<file path="src/spk_pkg.sv">
// Shared types, constants and round functions for the SPECK 64/128 encryptor.
// No dependencies; every other file in src imports this package.
package spk_pkg;

   // Block and key geometry.
   localparam int unsigned WORD_WIDTH          = 32;
   localparam int unsigned KEY_WORDS           = 4;
   localparam int unsigned CSR_ADDR_WIDTH      = 4;
   localparam int unsigned ROUND_COUNT_DEFAULT = 27;

   // Register indexes on the configuration port.
   localparam logic [1:0] KEY_IDX_WORD0 = 2'd0;
   localparam logic [1:0] KEY_IDX_WORD1 = 2'd1;
   localparam logic [1:0] KEY_IDX_WORD2 = 2'd2;
   localparam logic [1:0] KEY_IDX_WORD3 = 2'd3;

   typedef logic [WORD_WIDTH-1:0] word_type;

   // One plaintext request.
   typedef struct packed {
      word_type plain_y;
      word_type plain_x;
   } req_type;

   // One ciphertext result.
   typedef struct packed {
      word_type cipher_y;
      word_type cipher_x;
   } rsp_type;

   // The key as held in the configuration registers.
   typedef struct packed {
      word_type word0;
      word_type word1;
      word_type word2;
      word_type word3;
   } key_type;

   // Everything one round cell hands to the next: the block halves, the
   // current round key and the three schedule lanes, lane0 being the one
   // used in the coming round.
   typedef struct packed {
      word_type x;
      word_type y;
      word_type rk;
      word_type lane0;
      word_type lane1;
      word_type lane2;
   } cell_state_type;

   function automatic word_type ror8(input word_type v);
      return {v[7:0], v[WORD_WIDTH-1:8]};
   endfunction

   function automatic word_type rol3(input word_type v);
      return {v[WORD_WIDTH-4:0], v[WORD_WIDTH-1:WORD_WIDTH-3]};
   endfunction

   // New high word of a round: rotate, add the low word, mix in the key.
   function automatic word_type round_hi(input word_type hi, input word_type lo,
                                         input word_type k);
      return (ror8(hi) + lo) ^ k;
   endfunction

   // New low word of a round, given the new high word.
   function automatic word_type round_lo(input word_type lo, input word_type new_hi);
      return rol3(lo) ^ new_hi;
   endfunction

endpackage

</file>
<file path="src/spk_key_regs.sv">
// Key configuration registers behind the APB-style port.
// Depends on spk_pkg for the key struct and register indexes.
module spk_key_regs (
   input  logic                                clock,
   input  logic                                reset,
   input  logic                                psel,
   input  logic                                penable,
   input  logic                                pwrite,
   input  logic [spk_pkg::CSR_ADDR_WIDTH-1:0]  paddr,
   input  logic [spk_pkg::WORD_WIDTH-1:0]      pwdata,
   output logic [spk_pkg::WORD_WIDTH-1:0]      prdata,
   output logic                                pready,
   output spk_pkg::key_type                    key
);
   import spk_pkg::*;

   key_type    key_ff;
   key_type    key_in;
   logic [1:0] reg_idx;
   logic       wr_en;

   assign reg_idx = paddr[3:2];
   assign wr_en   = psel & penable & pwrite;
   assign pready  = 1'b1;

   // Write decode for the four key words.
   always_comb begin
      key_in = key_ff;
      if (wr_en) begin
         unique case (reg_idx)
            KEY_IDX_WORD0: key_in.word0 = pwdata;
            KEY_IDX_WORD1: key_in.word1 = pwdata;
            KEY_IDX_WORD2: key_in.word2 = pwdata;
            KEY_IDX_WORD3: key_in.word3 = pwdata;
            default:       key_in = key_ff;
         endcase
      end
   end

   always_ff @(posedge clock) begin
      if (reset) begin
         key_ff <= '0;
      end else begin
         key_ff <= key_in;
      end
   end

   // Read back of the addressed word.
   always_comb begin
      unique case (reg_idx)
         KEY_IDX_WORD0: prdata = key_ff.word0;
         KEY_IDX_WORD1: prdata = key_ff.word1;
         KEY_IDX_WORD2: prdata = key_ff.word2;
         KEY_IDX_WORD3: prdata = key_ff.word3;
         default:       prdata = '0;
      endcase
   end

   assign key = key_ff;

endmodule

</file>
<file path="config.mk">
export PLATFORM = sky130hd
export DESIGN_NAME = spk_key_regs
export DESIGN_NICKNAME = d
export VERILOG_FILES = /design/src/spk_pkg.sv /design/src/spk_key_regs.sv
export SDC_FILE = /design/constraint.sdc
export NUM_CORES = 1
export LEC_CHECK = 0
export ABC_AREA = 1
export BUFFER_PORTS_ARGS = -buffer_cell sky130_fd_sc_hd__buf_2
export CELL_PAD_IN_SITES_DETAIL_PLACEMENT = 1
export CELL_PAD_IN_SITES_GLOBAL_PLACEMENT = 1
export CORE_ASPECT_RATIO = 0.9
export CORE_MARGIN = 8
export CORE_UTILIZATION = 37
export CTS_CLUSTER_SIZE = 10
export DETAILED_ROUTE_END_ITERATION = 10
export MAX_ROUTING_LAYER = met4
export PLACE_DENSITY_LB_ADDON = 0.25
export SKIP_CTS_REPAIR_TIMING = 1
export SLEW_MARGIN = 0
export SYNTH_ARGS = -nofsm -noshare
export SYNTH_HDL_FRONTEND = slang
export SYNTH_SLANG_ARGS = --single-unit
</file>
<file path="constraint.sdc">
create_clock -name clock -period 1.75 [get_ports clock]
set_input_delay 0.35 -clock clock [delete_from_list [all_inputs] [get_ports clock]]
set_output_delay 0.35 -clock clock [all_outputs]
set_load 0.02 [all_outputs]
</file>
# Yosys cells after proc, flatten, opt, wreduce, memory -nomap -nowiden
# Index checks and enable logic that the tools add are counted.
[word_totals] register_bits=128 wordCells=15 inputBits=41
[classes] bitwise=2 eq_ne=3 n_mux=1 n_reduce_logical=5
[op_table] operator="$pmux 32 s4" n=1
[op_table] operator="$reduce_and 2->1" n=4
[op_table] operator="$eq 2x2->1 const B" n=2
[op_table] operator="$and 1x1->1" n=2
[op_table] operator="$eq 2x1->1 const B" n=1
[op_table] operator="$logic_not 2->1" n=1

# Depth between registers and ports, before layout
# Gate-level depths: netlist (run 1).
[depth] word_depth=3 mapped_depth=7

# Worst setup path before layout (run 1)
# Ideal clock, no wire load.
[synth_path] kind="input -> output" startpoint="in paddr[3] (netlist bit)" endpoint="out prdata[0] (netlist bit)" required_time_ns=1.400 setup_slack_ns=0.266 arrival_time_ns=1.134 n_path_buf=1 cell_stages=4 path_cell_list="nor2_2 > clkbuf_1 > nand2_1 > nand4_1"
[synth_between] elab_chain_len=2
[synth_rtl] item="from (decl)" line="spk_key_regs.sv:9" rtl="input logic [spk_pkg::CSR_ADDR_WIDTH-1:0] paddr,"
[synth_rtl] item="$eq 2x2->1 (tied with other cells)" line="spk_key_regs.sv:50" rtl="unique case (reg_idx)"
[synth_rtl] item="$pmux 32 s4 (*)" line="spk_key_regs.sv:50"
[synth_rtl] item="to (decl)" line="spk_key_regs.sv:11" rtl="output logic [spk_pkg::WORD_WIDTH-1:0] prdata,"
# Mark *: on every way between the ends. The rest lies on a longest branch, timed or not.

# Worst setup path after layout (run 1)
[layout_path] startpoint="in paddr[3] (netlist bit)" endpoint="out prdata[9] (netlist bit)"
# The elaborated chain is that of the path after synthesis.

==> metrics, run 1 <==
Max Cap Viol=0; largest net degree at the start of global routing=69; drt first pass iters=4; Leakage=approximately 0.0039 uW; die width=~150 microns; crit path max fanout=27; synthesized cell area=roughly 5900 sq um; main combinational cell family by area after synthesis=simple AND/OR/NAND/NOR gates; hpwl dp=14800 microns; total gr overflow=0; initial antenna violation count=0; n_diodes=0; CP required=1400 ps; launching point of the worst reg2reg path=key[52]; Logic pwr share=10.8%; CTS tree=built; final worst-path cycle share=96.6%; internal power=5920 uW; Worst-path clk slew=60 ps; Slew Viols, Final=0; power density cells=around 980 nW/um^2; DR vias/cell=4.96; Die Y=136 microns; Worst setup EP type=output pin; gpl congestion=about 0.76; setup TNS=0 ps; xor/xnor share of the synthesized area=0%; CP arrival=1340 ps; Seq/Total Area, Yosys=43.5%; cell count after synthesis=917; I/O Pins=202; final WL=approximately 22000 microns; GRT Overall Usage=between 20% and 30%; R2R Path End=key[52]; register share of total power=between 30% and 40%; Synth warnings=0; Routed WL per cell=roughly 17 microns; Distinct cells, synth=15; placed inst area=7280 sq um; Largest register FFs=128; R2R setup slack=between 1000 and 1500 ps; Vias=6543; final hold violations=0; final instance area=around 8000 sq um; post-layout min period=1690 ps; Worst Setup Start Kind=primary input; Synth Area in Simple Gates=48.3%; final-layout fill cell count=around 2100; CTS max path bufs=2; clk_skew=0 ps; multiplexer area fraction after synthesis=0%; antenna viol nets, final=0; Hold Crit Depth=5; first-pass GRT wire length=about 36000 microns; Num Clock Sinks=roughly 130; R2R depth=2; Yosys reg bits=128; Layout area overhead=36.2%; fmax=0.592 GHz; Multi-input gate area=a little under 3000 sq um; residual DRC count=0; share of layout cells above drive strength 1=24.7%; HP Class=in2reg; final setup fails=0; Syn Area/Cell=6.43 sq um; vias in the first global route=a little under 7000; Starting Density=a little under two fifths; Cell Rows=43; flip-flop and latch area=2560 sq um; clk_lat worst skew=~420 ps; status=completed; # port buffers=198; Net Sw Frac=24.5%; H-tree depth=4; CP Class=in2out; Synth Area in Adders=0%; WHS Endpoint=key[100]; DR iter-0 viols=around 340; Psw=1920 uW; Worst Min Path Start=pwdata[4]; CTS Buf Count=17; final core utilization=51.8%; die area=20200 sq um; count of nets after finishing=between 1000 and 1500; RSZ-0062 raised after global routing=no; Syn Nets=958; peak supply drop=687 uV; Synth Area in Compound Gates=0%; clock share of power=50.5%; Clock Tree Root=clkbuf_16; core area=15500 sq um
[cells in the mapped netlist]
master    number  area, sq um
nor2_2         4         25.0
nand2_1      261          980
buf_4          8         60.1
buf_2         34          170
inv_1         34          128
buf_1          1         3.75
inv_2          3         11.3
nor2_1       257          965
buf_6          3         33.8
clkbuf_1      19         71.3
conb_1         1         3.75
nand4_1       32          200
nand3_1      129          646
dfxtp_1      128         2560
nor2_4         3         33.8
[cell type report]
cell class | instances | share of cell area, %
flip-flops and latches | 128 | 31.9
well taps | 202 | 3.15
clock inverters | 12 | 2.68
multi-input cells | 687 | 35.9
repair buffers | 235 | 19.2
inverters | 37 | 1.75
clock buffers | 19 | 5.39
[worst max-delay path by stage]
| stage | end | slack, ps | from |
|---|---|---|---|
| final | prdata[9] | 60 | paddr[3] |
| after global placement | prdata[31] | 20 | paddr[3] |
| after floorplan | prdata[0] | 270 | paddr[3] |
| after global routing | prdata[9] | 1 | paddr[3] |
| after CTS | prdata[9] | -8 | paddr[2] |
| after detailed placement | prdata[31] | -9 | paddr[3] |
[through the flow]
| step | hold slack, ps | setup WS [ps] | instances | power [uW] |
|---|---|---|---|---|
| floorplan | 569 | 266 | 917 | 3580 |
| global placement | 487 | 24.6 | 1283 | 3900 |
| detailed placement | 492 | -8.53 | 1283 | 3920 |
| CTS | 283 | -8.45 | 1314 | 7870 |
| global route | 311 | 1.07 | 1320 | 8120 |
| finish | 294 | 60.2 | 1320 | 7840 |
[kinds of logic after synthesis]
group                  after synthesis
other                                1
AND/OR/NAND/NOR                    686
buffers and inverters              102
flip-flops                         128
[power by group through the flow]
stage                     Combinational [uW]  Clock, uW  Sequential (uW)
after floorplan                          416          0             3160
after global placement                   806          0             3090
after detailed placement                 820          0             3100
after CTS                                826       4010             3030
after global routing                     924       4160             3040
final                                    844       3960             3030
[layer usage]
metal / share of wire [%] / global-route usage, %
met5: 0 / -
met4: 1.0 / 6.50
met3: 4.6 / 4.74
met2: 49 / 37.9
met1: 45 / 26.8
[cells in the final DEF (no fill, tap or decap), drive strengths merged]
cell        n
nand2     261
clkbuf     23
clkinvlp    2
nand4      32
conb        1
nor2      264
dfxtp     128
buf       231
nand3     129
clkinv      5
inv        36
bufinv      6
[critical path, cell delays in order]
cell and delay, ps:
clkbuf_4 170, nand2_1 90, inv_2 120, buf_12 210, nand2_1 90, nand4_1 120, buf_2 180
Note: power is estimated with default switching activity, not from simulation.
==> run 2: changes to the inputs <==
==> constraint.sdc (replaced) <==
create_clock -name clock -period 1.75 [get_ports clock]
set_input_delay 0.35 -clock clock [delete_from_list [all_inputs] [get_ports clock]]
set_output_delay 0.35 -clock clock [all_outputs]
set_load 0.01 [all_outputs]
==> metrics, run 2 (synthesis gave the netlist of run 1 again) <==
final hold violations=0 (unchanged); drt first pass iters=5 (+1); share of layout cells above drive strength 1=24.8% (+0.16 points); clock share of power=46.9% (-3.6 points); final worst-path cycle share=96.1% (-0.49 points); Largest register FFs=128 (unchanged); gpl congestion=0.758 (+0.13%); WHS Endpoint=key[73]; CP Class=in2out; commonest non-fill, non-tap cell in the layout=nand2_1; vias in the first global route=6628 (-1.9%); CP arrival=1330 ps (about the same); die width=149 microns (unchanged); Routed WL per cell=17.4 microns (+2.7%); Worst-path clk slew=50 ps (about the same); core area=15500 sq um (unchanged); CP required=1400 ps (about the same); status=completed; Starting Density=38.0% (unchanged); Leakage=0.00395 uW (+0.50%); Slew Viols, Final=0 (unchanged); first-pass GRT wire length=34900 microns (-2.4%); # port buffers=198 (unchanged); Cell Rows=43 (unchanged); register share of total power=41.8% (+3.1 points); final setup fails=0 (unchanged); H-tree depth=4 (unchanged); Logic pwr share=11.3% (+0.5 points); R2R depth=2 (unchanged); Max Cap Viol=0 (unchanged); final-layout fill cell count=2105 (+0.48%); CTS tree=built; fmax=0.595 GHz (+0.51%); die area=20200 sq um (unchanged); R2R setup slack=1060 ps (about the same); HP Class=in2reg; total gr overflow=0 (unchanged); power density cells=901 nW/um^2 (-7.8%); R2R Path End=key[31]; count of nets after finishing=1152 (+0.44%); launching point of the worst reg2reg path=key[31]; Hold Slack=301 ps (+6.91 ps); DR vias/cell=5.00 (+0.83%); Worst setup EP type=output pin; I/O Pins=202 (unchanged); crit path max fanout=14 (-48%); Worst Setup Start Kind=primary input; Layout area overhead=36.7%; Num Clock Sinks=128 (unchanged); n_diodes=0 (unchanged); CTS max path bufs=2 (unchanged); GRT Overall Usage=22.0% (-0.56 points); setup TNS=0 ps (unchanged); RSZ-0062 raised after global routing=no; initial antenna violation count=0 (unchanged); Worst Min Path Start=pwdata[9]; CTS Buf Count=17 (unchanged); Vias=6622 (+1.2%); Net Sw Frac=24.9% (+0.48 points); DR iter-0 viols=329 (-2.4%); peak supply drop=642 uV (-6.6%); final WL=23000 microns (+3.0%); post-layout min period=1680 ps (-8.58 ps); internal power=5450 uW (-8.0%); Psw=1810 uW (-5.6%); Clock Tree Root=clkbuf_16; clk_skew=0 ps (unchanged); largest net degree at the start of global routing=69 (unchanged); Die Y=136 microns (unchanged); hpwl dp=14500 microns (-1.8%); Hold Crit Depth=5 (unchanged); antenna viol nets, final=0 (unchanged); commonest cells after routing, fill and taps aside=nand2_1 (260), nor2_1 (256), buf_2 (197); clk_lat worst skew=410 ps (about the same); residual DRC count=0 (unchanged)
## run 2: changes by cell type in the layout (fill, tap and decap cells not counted), moves of 2 or more
cell        delta
bufinv_16      -4
clkbuf_16      +4
clkbuf_1       +3
clkbuf_8       +2
clkinvlp_4     -2
## run 2: cell type report
cell class	count	area [sq um]	share of cell area, %
sequential	128	2560	31.8
clock inverter	7	85.1	1.06
multi-input combinational	687	2880	35.8
timing repair buffer	240	1660	20.6
inverter	37	143	1.77
clock buffer	24	472	5.85
tap	202	253	3.14
## run 2: worst max-delay path, cell delays in order
cell	delay, ps
buf_2	190
inv_2	80
nor2_4	110
buf_4	150
buf_12	150
nand2_1	60
nand4_1	90
buf_2	140
## run 2: metal layers
layer	routed length (microns)	global-route usage, %	vias to the layer above	share of wire (%)
met2	11200	36.4	190	49
met4	233	5.94	0	1.0
li1	-	-	3260	-
met1	10300	26.7	3149	45
met3	1340	4.78	23	5.8
met5	0	-	-	0
## run 2: power by group through the flow
stage          sequential [uW]  combinational, uW  clock [uW]
6_report                  3040                822        3400
5_1_grt                   3040                900        3590
4_1_cts                   3030                752        3440
3_5_place_dp              3100                748           0
3_3_place_gp              3090                736           0
2_1_floorplan             3120                400           0
## run 2: worst max path at each step
stage             start          to  slack (ps)
2_1_floorplan  paddr[3]   prdata[0]         330
3_3_place_gp   paddr[2]  prdata[21]          40
3_5_place_dp   paddr[3]  prdata[31]          20
4_1_cts        paddr[3]  prdata[31]          20
5_1_grt        paddr[2]  prdata[13]        0.01
6_report       paddr[2]  prdata[12]          70
## run 2: through the flow
step / cells / utilization, % / total power (uW) / setup slack [ps] / cell area (sq um)
floorplan: 917 / - / 3520 / 332 / 5890
global placement: 1281 / 46.8 / 3830 / 43.0 / 7260
detailed placement: 1281 / 46.8 / 3840 / 21.1 / 7260
CTS: 1312 / 50.4 / 7230 / 23.5 / 7810
global route: 1325 / 52.0 / 7530 / 0.0107 / 8060
finish: 1325 / 52.0 / 7260 / 68.7 / 8060
