### src/spk_pkg.sv
// Shared types, constants and round functions for the SPECK 64/128 encryptor.
// No dependencies; every other file in src imports this package.
package spk_pkg;

   // Block and key geometry.
   localparam int unsigned WORD_WIDTH          = 32;
   localparam int unsigned KEY_WORDS           = 4;
   localparam int unsigned CSR_ADDR_WIDTH      = 4;
   localparam int unsigned ROUND_COUNT_DEFAULT = 27;

   // Register indexes on the configuration port.
   localparam logic [1:0] KEY_IDX_WORD0 = 2'd0;
   localparam logic [1:0] KEY_IDX_WORD1 = 2'd1;
   localparam logic [1:0] KEY_IDX_WORD2 = 2'd2;
   localparam logic [1:0] KEY_IDX_WORD3 = 2'd3;

   typedef logic [WORD_WIDTH-1:0] word_type;

   // One plaintext request.
   typedef struct packed {
      word_type plain_y;
      word_type plain_x;
   } req_type;

   // One ciphertext result.
   typedef struct packed {
      word_type cipher_y;
      word_type cipher_x;
   } rsp_type;

   // The key as held in the configuration registers.
   typedef struct packed {
      word_type word0;
      word_type word1;
      word_type word2;
      word_type word3;
   } key_type;

   // Everything one round cell hands to the next: the block halves, the
   // current round key and the three schedule lanes, lane0 being the one
   // used in the coming round.
   typedef struct packed {
      word_type x;
      word_type y;
      word_type rk;
      word_type lane0;
      word_type lane1;
      word_type lane2;
   } cell_state_type;

   function automatic word_type ror8(input word_type v);
      return {v[7:0], v[WORD_WIDTH-1:8]};
   endfunction

   function automatic word_type rol3(input word_type v);
      return {v[WORD_WIDTH-4:0], v[WORD_WIDTH-1:WORD_WIDTH-3]};
   endfunction

   // New high word of a round: rotate, add the low word, mix in the key.
   function automatic word_type round_hi(input word_type hi, input word_type lo,
                                         input word_type k);
      return (ror8(hi) + lo) ^ k;
   endfunction

   // New low word of a round, given the new high word.
   function automatic word_type round_lo(input word_type lo, input word_type new_hi);
      return rol3(lo) ^ new_hi;
   endfunction

endpackage

### src/spk_round_cell.sv
// One SPECK round cell: a block round and a key schedule round, registered.
// Depends on spk_pkg for the cell state struct and the round functions.
module spk_round_cell #(
   parameter int unsigned ROUND_INDEX = 0
) (
   input  logic                    clock,
   input  logic                    reset,
   input  logic                    in_valid,
   input  spk_pkg::cell_state_type in_state,
   output logic                    out_valid,
   output spk_pkg::cell_state_type out_state
);
   import spk_pkg::*;

   localparam word_type ROUND_KEY = WORD_WIDTH'(ROUND_INDEX);

   logic           valid_ff;
   cell_state_type state_ff;
   cell_state_type state_in;
   word_type       x_new;
   word_type       lane_new;

   // Block round with the current round key, and schedule round on the
   // active lane keyed by the round index. Lanes rotate so the next lane
   // in turn lands in lane0.
   always_comb begin
      x_new          = round_hi(in_state.x, in_state.y, in_state.rk);
      lane_new       = round_hi(in_state.lane0, in_state.rk, ROUND_KEY);
      state_in.x     = x_new;
      state_in.y     = round_lo(in_state.y, x_new);
      state_in.rk    = round_lo(in_state.rk, lane_new);
      state_in.lane0 = in_state.lane1;
      state_in.lane1 = in_state.lane2;
      state_in.lane2 = lane_new;
   end

   always_ff @(posedge clock) begin
      if (reset) begin
         valid_ff <= 1'b0;
      end else begin
         valid_ff <= in_valid;
      end
   end

   always_ff @(posedge clock) begin
      state_ff <= state_in;
   end

   assign out_valid = valid_ff;
   assign out_state = state_ff;

endmodule

### config.mk
export PLATFORM = sky130hd
export DESIGN_NAME = spk_round_cell
export DESIGN_NICKNAME = d
export VERILOG_FILES = /design/src/spk_pkg.sv /design/src/spk_round_cell.sv
export SDC_FILE = /design/constraint.sdc
export NUM_CORES = 1
export LEC_CHECK = 0
export CORE_AREA = 2 2 150 152
export CTS_BUF_LIST = sky130_fd_sc_hd__clkbuf_16
export DETAILED_ROUTE_END_ITERATION = 8
export DIE_AREA = 0 0 152 154
export DONT_BUFFER_PORTS = 1
export GPL_TIMING_DRIVEN = 0
export SLEW_MARGIN = 5
export SYNTH_ARGS = -nofsm -noshare
export SYNTH_HDL_FRONTEND = slang
export SYNTH_SLANG_ARGS = --single-unit
### constraint.sdc
create_clock -name clock -period 4.5 [get_ports clock]
set_input_delay 0.45 -clock clock [delete_from_list [all_inputs] [get_ports clock]]
set_output_delay 0.45 -clock clock [all_outputs]
set_load 0.03 [all_outputs]
Word level (Yosys, flattened, before mapping):

Index checks and enable logic that the tools add are counted.

* flip-flop bits (word level): 193
* bits of input ports: 195

* add/sub/neg operators: 2
* bitwise gates (word level): 3

Operators by type and width (number)
* $xor A32 B32 Y32: 3
* $add A32 B32 Y32: 2

Depth between registers and ports, before layout:

Gate-level depths: netlist (run 1).

* depth in word-level cells: 3
* mapped depth: 11
* depth with buffers taken out: 11

Worst setup path before layout (run 1):

Ideal clock, no wire load.

* path type: in2reg
* start: input port in_state[72] in the netlist's numbering
* end: register state_ff (netlist bit out_state[28])
* setup time: 0.122 ns
* arrival time: 2.522 ns
* setup slack: 1.857 ns
* stages on the path: 10
* cells stage by stage: ha_1 fa_1 a211oi_1 o211ai_1 a31oi_1 o31a_2 o31ai_4 a21o_1 a21o_1 xor2_1

* longest elaborated chain between the ends: 1

Ends and longest elaborated chain
* start: declaration: RTL line spk_round_cell.sv:9 `input spk_pkg::cell_state_type in_state,`
* $add A32 B32 Y32: RTL line spk_pkg.sv:62 `return (ror8(hi) + lo) ^ k;`
* via lane_new[28]: RTL line spk_round_cell.sv:21 `word_type lane_new;`
* end signal: assignment: RTL line spk_round_cell.sv:46 `state_ff <= state_in;`
* end: declaration: RTL line spk_round_cell.sv:18 `cell_state_type state_ff;`

The timed path passes the listed nets, and every way through them passes these cells.
A chain may end at the register's enable or synchronous reset.

==> results of run 1 <==
==> how the worst min path moves through the flow <==
stage / slack (ns) / endpoint / cells past startpoint
floorplan: 0.48 / out_state[32] / 0
global placement: 0.48 / out_state[76] / 0
detailed placement: 0.48 / out_state[48] / 0
CTS: 0.02 / out_state[51] / 0
global route: 0.007 / out_state[46] / 0
finish: 0.04 / out_state[62] / 0
==> metrics by stage <==
| step | instances | hold slack [ns] | area, sq um |
|---|---|---|---|
| after global placement | 1030 | 0.478 | 8460 |
| after detailed placement | 1030 | 0.478 | 8460 |
| after CTS | 1062 | 0.0164 | 9070 |
| final | 1063 | 0.0359 | 9080 |
| after floorplan | 750 | 0.478 | 8110 |
| after global routing | 1062 | 0.00687 | 9070 |
==> logic make-up (layout without fill, tap and decap cells) <==
| group | Yosys count | after routing |
|---|---|---|
| DFF | 193 | 193 |
| AOI/OAI and AO/OA | 184 | 184 |
| xor gates and xnor gates | 158 | 158 |
| and+or+nand+nor | 125 | 125 |
| adders and majority gates | 64 | 64 |
| buffers and inverters | 26 | 58 |
| other | 0 | 1 |
==> state kept, by name, indices dropped and copies added, names as in the netlist <==
register / flops
out_state: 192
out_valid: 1
==> power by group through the flow <==
stage	combinational (uW)	clock [uW]	sequential [uW]
5_1_grt	871	1660	2950
3_3_place_gp	774	0	2980
2_1_floorplan	619	0	2900
4_1_cts	788	1590	2940
3_5_place_dp	784	0	2970
6_report	789	1560	2930
==> critical path, cell delays in order <==
cell and delay (ns):
ha_1 0.23, fa_1 0.44, a211oi_1 0.38, o211ai_1 0.24, a31oi_1 0.39, o31a_2 0.29, o21a_1 0.24, o21ai_1 0.09
xnor2_1 0.28, xor2_1 0.17
==> cells in the final DEF (no fill, tap or decap), types with 3 or more instances in the layout <==
cell,instances
nor2b_1,3
dfxtp_1,193
xnor2_1,63
o21a_1,6
or2_2,3
xnor2_2,3
nor3_1,7
or3_1,3
clkinv_8,6
o211ai_1,5
a21o_1,39
clkbuf_1,7
o21ai_0,15
nor2_1,29
and3_1,6
nand2b_1,4
nand4_1,13
o21ai_1,13
clkbuf_16,17
a21oi_1,53
ha_1,62
xor2_1,90
a31oi_1,10
a211oi_1,7
nand2_1,38
inv_6,5
buf_2,4
o21bai_1,9
o31ai_1,3
inv_1,14
==> Yosys cell counts, drive strengths merged, types with 3 or more instances <==
cell    number
a211oi       9
a21o        39
a21oi       55
a221oi       4
a311oi       3
a31oi       10
and3         7
and4         3
buf          5
clkbuf       7
dfxtp      193
ha          62
inv         14
nand2       40
nand2b       4
nand4       13
nor2        29
nor2b        3
nor3         8
o211ai       5
o21a         6
o21ai       28
o21bai      10
o31ai        4
or2          5
or3          3
xnor2       66
xor2        90
==> metal layers <==
metal	track usage, %	wire length [um]	up-vias
met5	0	0	-
met4	6.36	414	0
met3	6.60	1740	21
met2	33.6	12000	246
met1	24.2	10100	2624
li1	-	-	2664
==> cell type report <==
type,instances,share of cell area (%)
multi-input combinational,531,45.6
buffer,12,0.634
tap,280,3.86
clock inverter,15,2.05
clock buffer,17,4.69
inverter,14,0.579
sequential,193,42.6
antenna,1,0.0276
==> impl_results.md, run 1 <==
* DIE AREA at 23400 sq um
* Xor and xnor area share after synthesis at 17.7%
* Hold Path Class: in -> reg
* Seq/Total Area, Yosys at 47.6%
* RePlAce Congestion at 0.852
* Largest net degree at the start of global routing at 22
* Clock Pin Slew Worst Setup and Hold Paths at 0.08 ns
* Via count at 5555
* Slew margin rel. at just over 60%
* Setup Buffers After CTS at 0
* Setup CP Type: in -> reg
* PortBufs at 0
* Wire per inst at 22.8 um
* Req. time, crit path at a little under 5 ns
* Leading area contributor after synthesis: dfxtp_1
* Sw frac at 40.0%
* Crit. End Element: register
* Max Cap Viol at 0
* Clock share of power at approximately 30%
* Worst setup path startpoint: in_state[72]
* Vias per cell at 5.23
* Adder-cell share of the synthesized area at 10.1%
* Synth Area in Compound Gates at 15.4%
* Ports at 388
* DRT iter0 DRCs at 323
* Max VDD drop at between 0.2 and 0.25 mV
* Comb pwr share at between 10% and 20%
* Clock buffer depth at 2
* Unrepaired setup endpoints after global routing: false
* Mapped Cells at 750
* Count of different cell masters after synthesis at 64
* First-pass GRT wire length at 35.0 mm
* Pwr per Cell Area at 581 nW/um^2
* Row Count at 54
* Post-CTS Resized at 0
* Synth Flop Type: dfxtp_1
* Synth Register Bits at 193
* Post-Syn Area at about 8100 sq um
* Register area at 3860 sq um
* Slew Viols, Final at 0
* Critical path endpoint: out_state[114]
* Initial Utilization at 37.4%
* Hpwl dp at 19.9 mm
* Antenna Nets Post-Route at 0
* Final WS setup at 1.68 ns
* DRT Wirelength at approximately 24 mm
* Min Tclk post-route at 2.82 ns
* Htree depth at 4
* Worst-margin pin slew at roughly 0.56 ns
* Die W at 152 um
* Startpoint Class: primary input
* Antenna violations before repair at 0
* Startpoint of the worst hold path: in_state[30]
* Sinks on Clock Net at 193
* Final setup fails at 0
* Multiplexer share of the synthesized area at 0%
* TritonCTS clock tree: yes
* Post-Syn Nets at 1009
* Hold Vio Cnt, Final at 0
* Fillers at 2077
* Pleak at ~0.004 uW
* Avg Cell Area, Syn at 10.8 sq um
* Max frequency at 355 MHz
* Seq pwr share at 55.5%
* Max FO, Critical Path at 5
* TNS Setup at 0 ns
* Net count, final at 1028
* Async S/R FF share, synth at 0%
* Die Y at 154 um
* Post-route core utilization at 41.9%
* Top cells by area, synth: dfxtp_1 (48%), xor2_1 (9.7%), ha_1 (9.6%)
* Largest family of logic cells by synthesized area: XOR/XNOR gates
* Gr usage total at approximately a fifth
* Place WS at 1.30 ns
* Multi-input gate area at 4140 sq um
* Number of flops mapped to enable cells by yosys at 0
* First-pass detailed-route iteration total at 5
* Critical Path AT at 3.19 ns
* NetSw at 2110 uW
* Cts bufs inserted at 17
* Area delta synth->final at 11.9%
* Final worst-path cycle share at between 60% and 70%
* Synth Warn # at 0
* P_int at 3160 uW
* Grt total ovfl at 0
* Core area at 21700 sq um
* Post-cts hold buffer count at 0
* Total chip power at between 5000 and 6000 uW
* Vias in the first global route at 5549
* Share of post-route cells with drive strength above 1 at 7.93%
* Synth top area share at 47.6%
* Number of remaining DRC errors at 0
* Status: completed
* CTS Root Buffer Type: clkbuf_16
* Simple-gate share of the synthesized area at ~7.9%
No activity file was read; power rests on OpenSTA's default activity.
==> run 2, diff against run 1 <==
- ABC_AREA: not set -> 1
- CORE_AREA: 2 2 150 152 -> 2 2 153 155
- DIE_AREA: 0 0 152 154 -> 0 0 155 157
- clock period: 4.5 -> 2.9 ns (I/O delays scaled with it)
==> run 2 against run 1 <==
  * Non-clock buffer count grew 114
  * Die area grew 4.0%
  * Sequential share of layout area shrank 11 points
  * Cell count grew 77%
  * Critical endpoint is now out_state[110]
==> impl_results.md, run 2 <==
* Most frequent cells in the layout: nand2_1 (540), inv_1 (287), dfxtp_1 (193), dlygate4sd3_1 (126), nand3_1 (76)
* Count of different cell masters after synthesis at 28
* TritonCTS clock tree: yes
* P_int at approximately 5000 uW
* Die W at 155 um
* Clock buffer depth at 2
* PortBufs at 0
* Initial Utilization at 44.5%
* Unrepaired setup endpoints after global routing: false
* Setup Buffers After CTS at 0
* Final setup fails at 0
* Antenna violations before repair at 1
* Pleak at 0.00679 uW
* Max frequency at 522 MHz
* Req. time, crit path at 3.22 ns
* Via count at 9040
* Vias per cell at approximately 4.8
* Hpwl dp at 26.9 mm
* Critical Path AT at 2.24 ns
* TNS Setup at 0 ns
* Synth top area share at 38.6%
* Vias in the first global route at 9100
* Htree depth at 4
* Startpoint Class: primary input
* Clock Pin Slew Worst Setup and Hold Paths at 0.07 ns
* Count leader, synth: nand2_1
* Number of remaining DRC errors at 0
* Grt total ovfl at 0
* Worst-margin pin slew at a little under 0.5 ns
* Hold path cells at 2
* Avg Cell Area, Syn at 6.95 sq um
* Gr usage total at 27.5%
* Max FO, Critical Path at 5
* DRT iter0 DRCs at about 590
* First-pass detailed-route iteration total at 7
* Top post-synthesis cells by count: nand2_1 (540), inv_1 (287), dfxtp_1 (193), nand3_1 (76), nor2_1 (73)
* Synth Flop Type: dfxtp_1
* Mapped Cells at 1439
* First-pass GRT wire length at 50.4 mm
* Crit. End Element: register
* Antenna Nets Post-Route at 0
* DRT Wirelength at approximately 34 mm
* Leading area contributor after synthesis: dfxtp_1
* Ports at between 300 and 400
* Final worst-path cycle share at 66.0%
* Seq pwr share at about 51%
* Slew margin rel. at 66.9%
* Sinks on Clock Net at between 150 and 200
* Max Cap Viol at 0
* Setup CP Type: in -> reg
* Net count, final at 1843
* Hold path endpoint: out_state[115]
* Synth Warn # at 0
* RePlAce Congestion at 0.914
* Cts bufs inserted at 17
* Post-Syn Nets at 1698
* Number of flops mapped to enable cells by yosys at 0
* Number of flip-flops under the largest register name at 192
* Area delta synth->final at 22.6%
* Status: completed
* Share of post-route cells with drive strength above 1 at 3.76%
* DIE AREA at 24300 sq um
* Seq/Total Area, Yosys at 38.6%
* Comb pwr share at 19.0%
* Startpoint of the worst hold path: in_state[112]
* Max VDD drop at 0.371 mV
* Pwr per Cell Area at 686 nW/um^2
* Top cells by area, synth: dfxtp_1 (39%), nand2_1 (20%), inv_1 (11%)
* Async S/R FF share, synth at 0%
* Hold Path Class: in -> reg
* Core area at approximately 23000 sq um
* Slew Viols, Final at 0
* Ant diodes at 0
* Post-Syn Area at 10000 sq um
* Wire per inst at 18.1 um
* Hold Vio Cnt, Final at 0
* Commonest non-fill, non-tap cell in the layout: nand2_1
* Min Tclk post-route at roughly 1.9 ns
* Row Count at 55
* Largest net degree at the start of global routing at 23
* Sw frac at ~40%
* Non-Filler Instances at 1882
* Placed Cells at 1724
* NetSw at 3380 uW
* CTS Root Buffer Type: clkbuf_16
* Clock share of power at 30.1%
* Synth Register Bits at 193
* Die Y at 157 um
## run 2: cell count changes after synthesis, moves of 35 or more
cell	delta
nand2_1	+502
nand3_1	+74
inv_1	+273
nor2_1	+44
xor2_1	-35
a21o_1	-37
## run 2: logic make-up after synthesis
group / count (synthesis) / share of synthesized area [%]
flip-flops: 193 / 38.6
XOR/XNOR: 92 / 8.64
adder cells (fa/ha/maj): 64 / 8.15
buffers and inverters: 289 / 10.8
AO/OA/AOI/OAI: 49 / 2.60
AND/OR/NAND/NOR: 752 / 31.1
## run 2: repair_timing
item,in CTS,in global routing
endpoints found under the setup margin,0,0
resized for setup,0,0
hold endpoints to repair,125,2
hold buffers,124,2
## run 2: how the worst max path moves through the flow
stage | from | to | slack (ns) | depth (start not counted)
finish | in_state[72] | out_state[110] | 0.98 | 12
global route | in_state[72] | out_state[110] | 0.89 | 12
CTS | in_state[72] | out_state[110] | 1.00 | 12
detailed placement | in_state[72] | out_state[110] | 0.56 | 12
global placement | in_state[72] | out_state[110] | 0.56 | 12
floorplan | in_state[72] | out_state[126] | 1.07 | 14
## run 2: through the flow
step / total power [uW] / cell area [sq um] / setup WS, ns / hold WS (ns) / utilization [%]
global route: 8820 / 12300 / 0.888 / 0.00155 / 54.5
CTS: 8430 / 12200 / 1.00 / 0.000262 / 54.4
finish: 8410 / 12300 / 0.985 / 0.0115 / 54.5
floorplan: 5360 / 10000 / 1.07 / 0.318 / -
detailed placement: 5770 / 10400 / 0.558 / 0.318 / 46.0
global placement: 5760 / 10400 / 0.565 / 0.318 / 46.0
## run 2: cell type report
class,instances,area (sq um)
Fill cell,2152,10200
Multi-Input combinational cell,957,5060
Sequential cell,193,3860
Timing Repair Buffer,126,1260
Inverter,289,1080
Clock buffer,17,425
Tap cell,285,357
Clock inverter,15,220
## run 2: metal layers
layer / vias up / routed length [um] / global-route usage [%]
met2: 302 / 16800 / 50.4
met5: - / 12 / 0
met1: 4067 / 13400 / 29.8
li1: 4610 / - / -
met3: 59 / 2530 / 7.87
met4: 2 / 1260 / 10.8
## run 2: worst max-delay path, cell delays in order
cell,delay (ns)
ha_1,0.24
fa_1,0.49
nand3_1,0.12
nand3_2,0.16
nand2_1,0.10
nand2_1,0.08
nand2_1,0.09
nand2_2,0.11
xnor2_1,0.33
inv_1,0.10
nand2_1,0.07
nand2_1,0.04
## run 2: power groups by stage
stage	clock network, uW	logic (uW)	registers, uW
after CTS	2560	1580	4280
after detailed placement	0	1420	4340
final	2530	1600	4280
after floorplan	0	1120	4240
after global routing	2700	1820	4310
after global placement	0	1410	4350
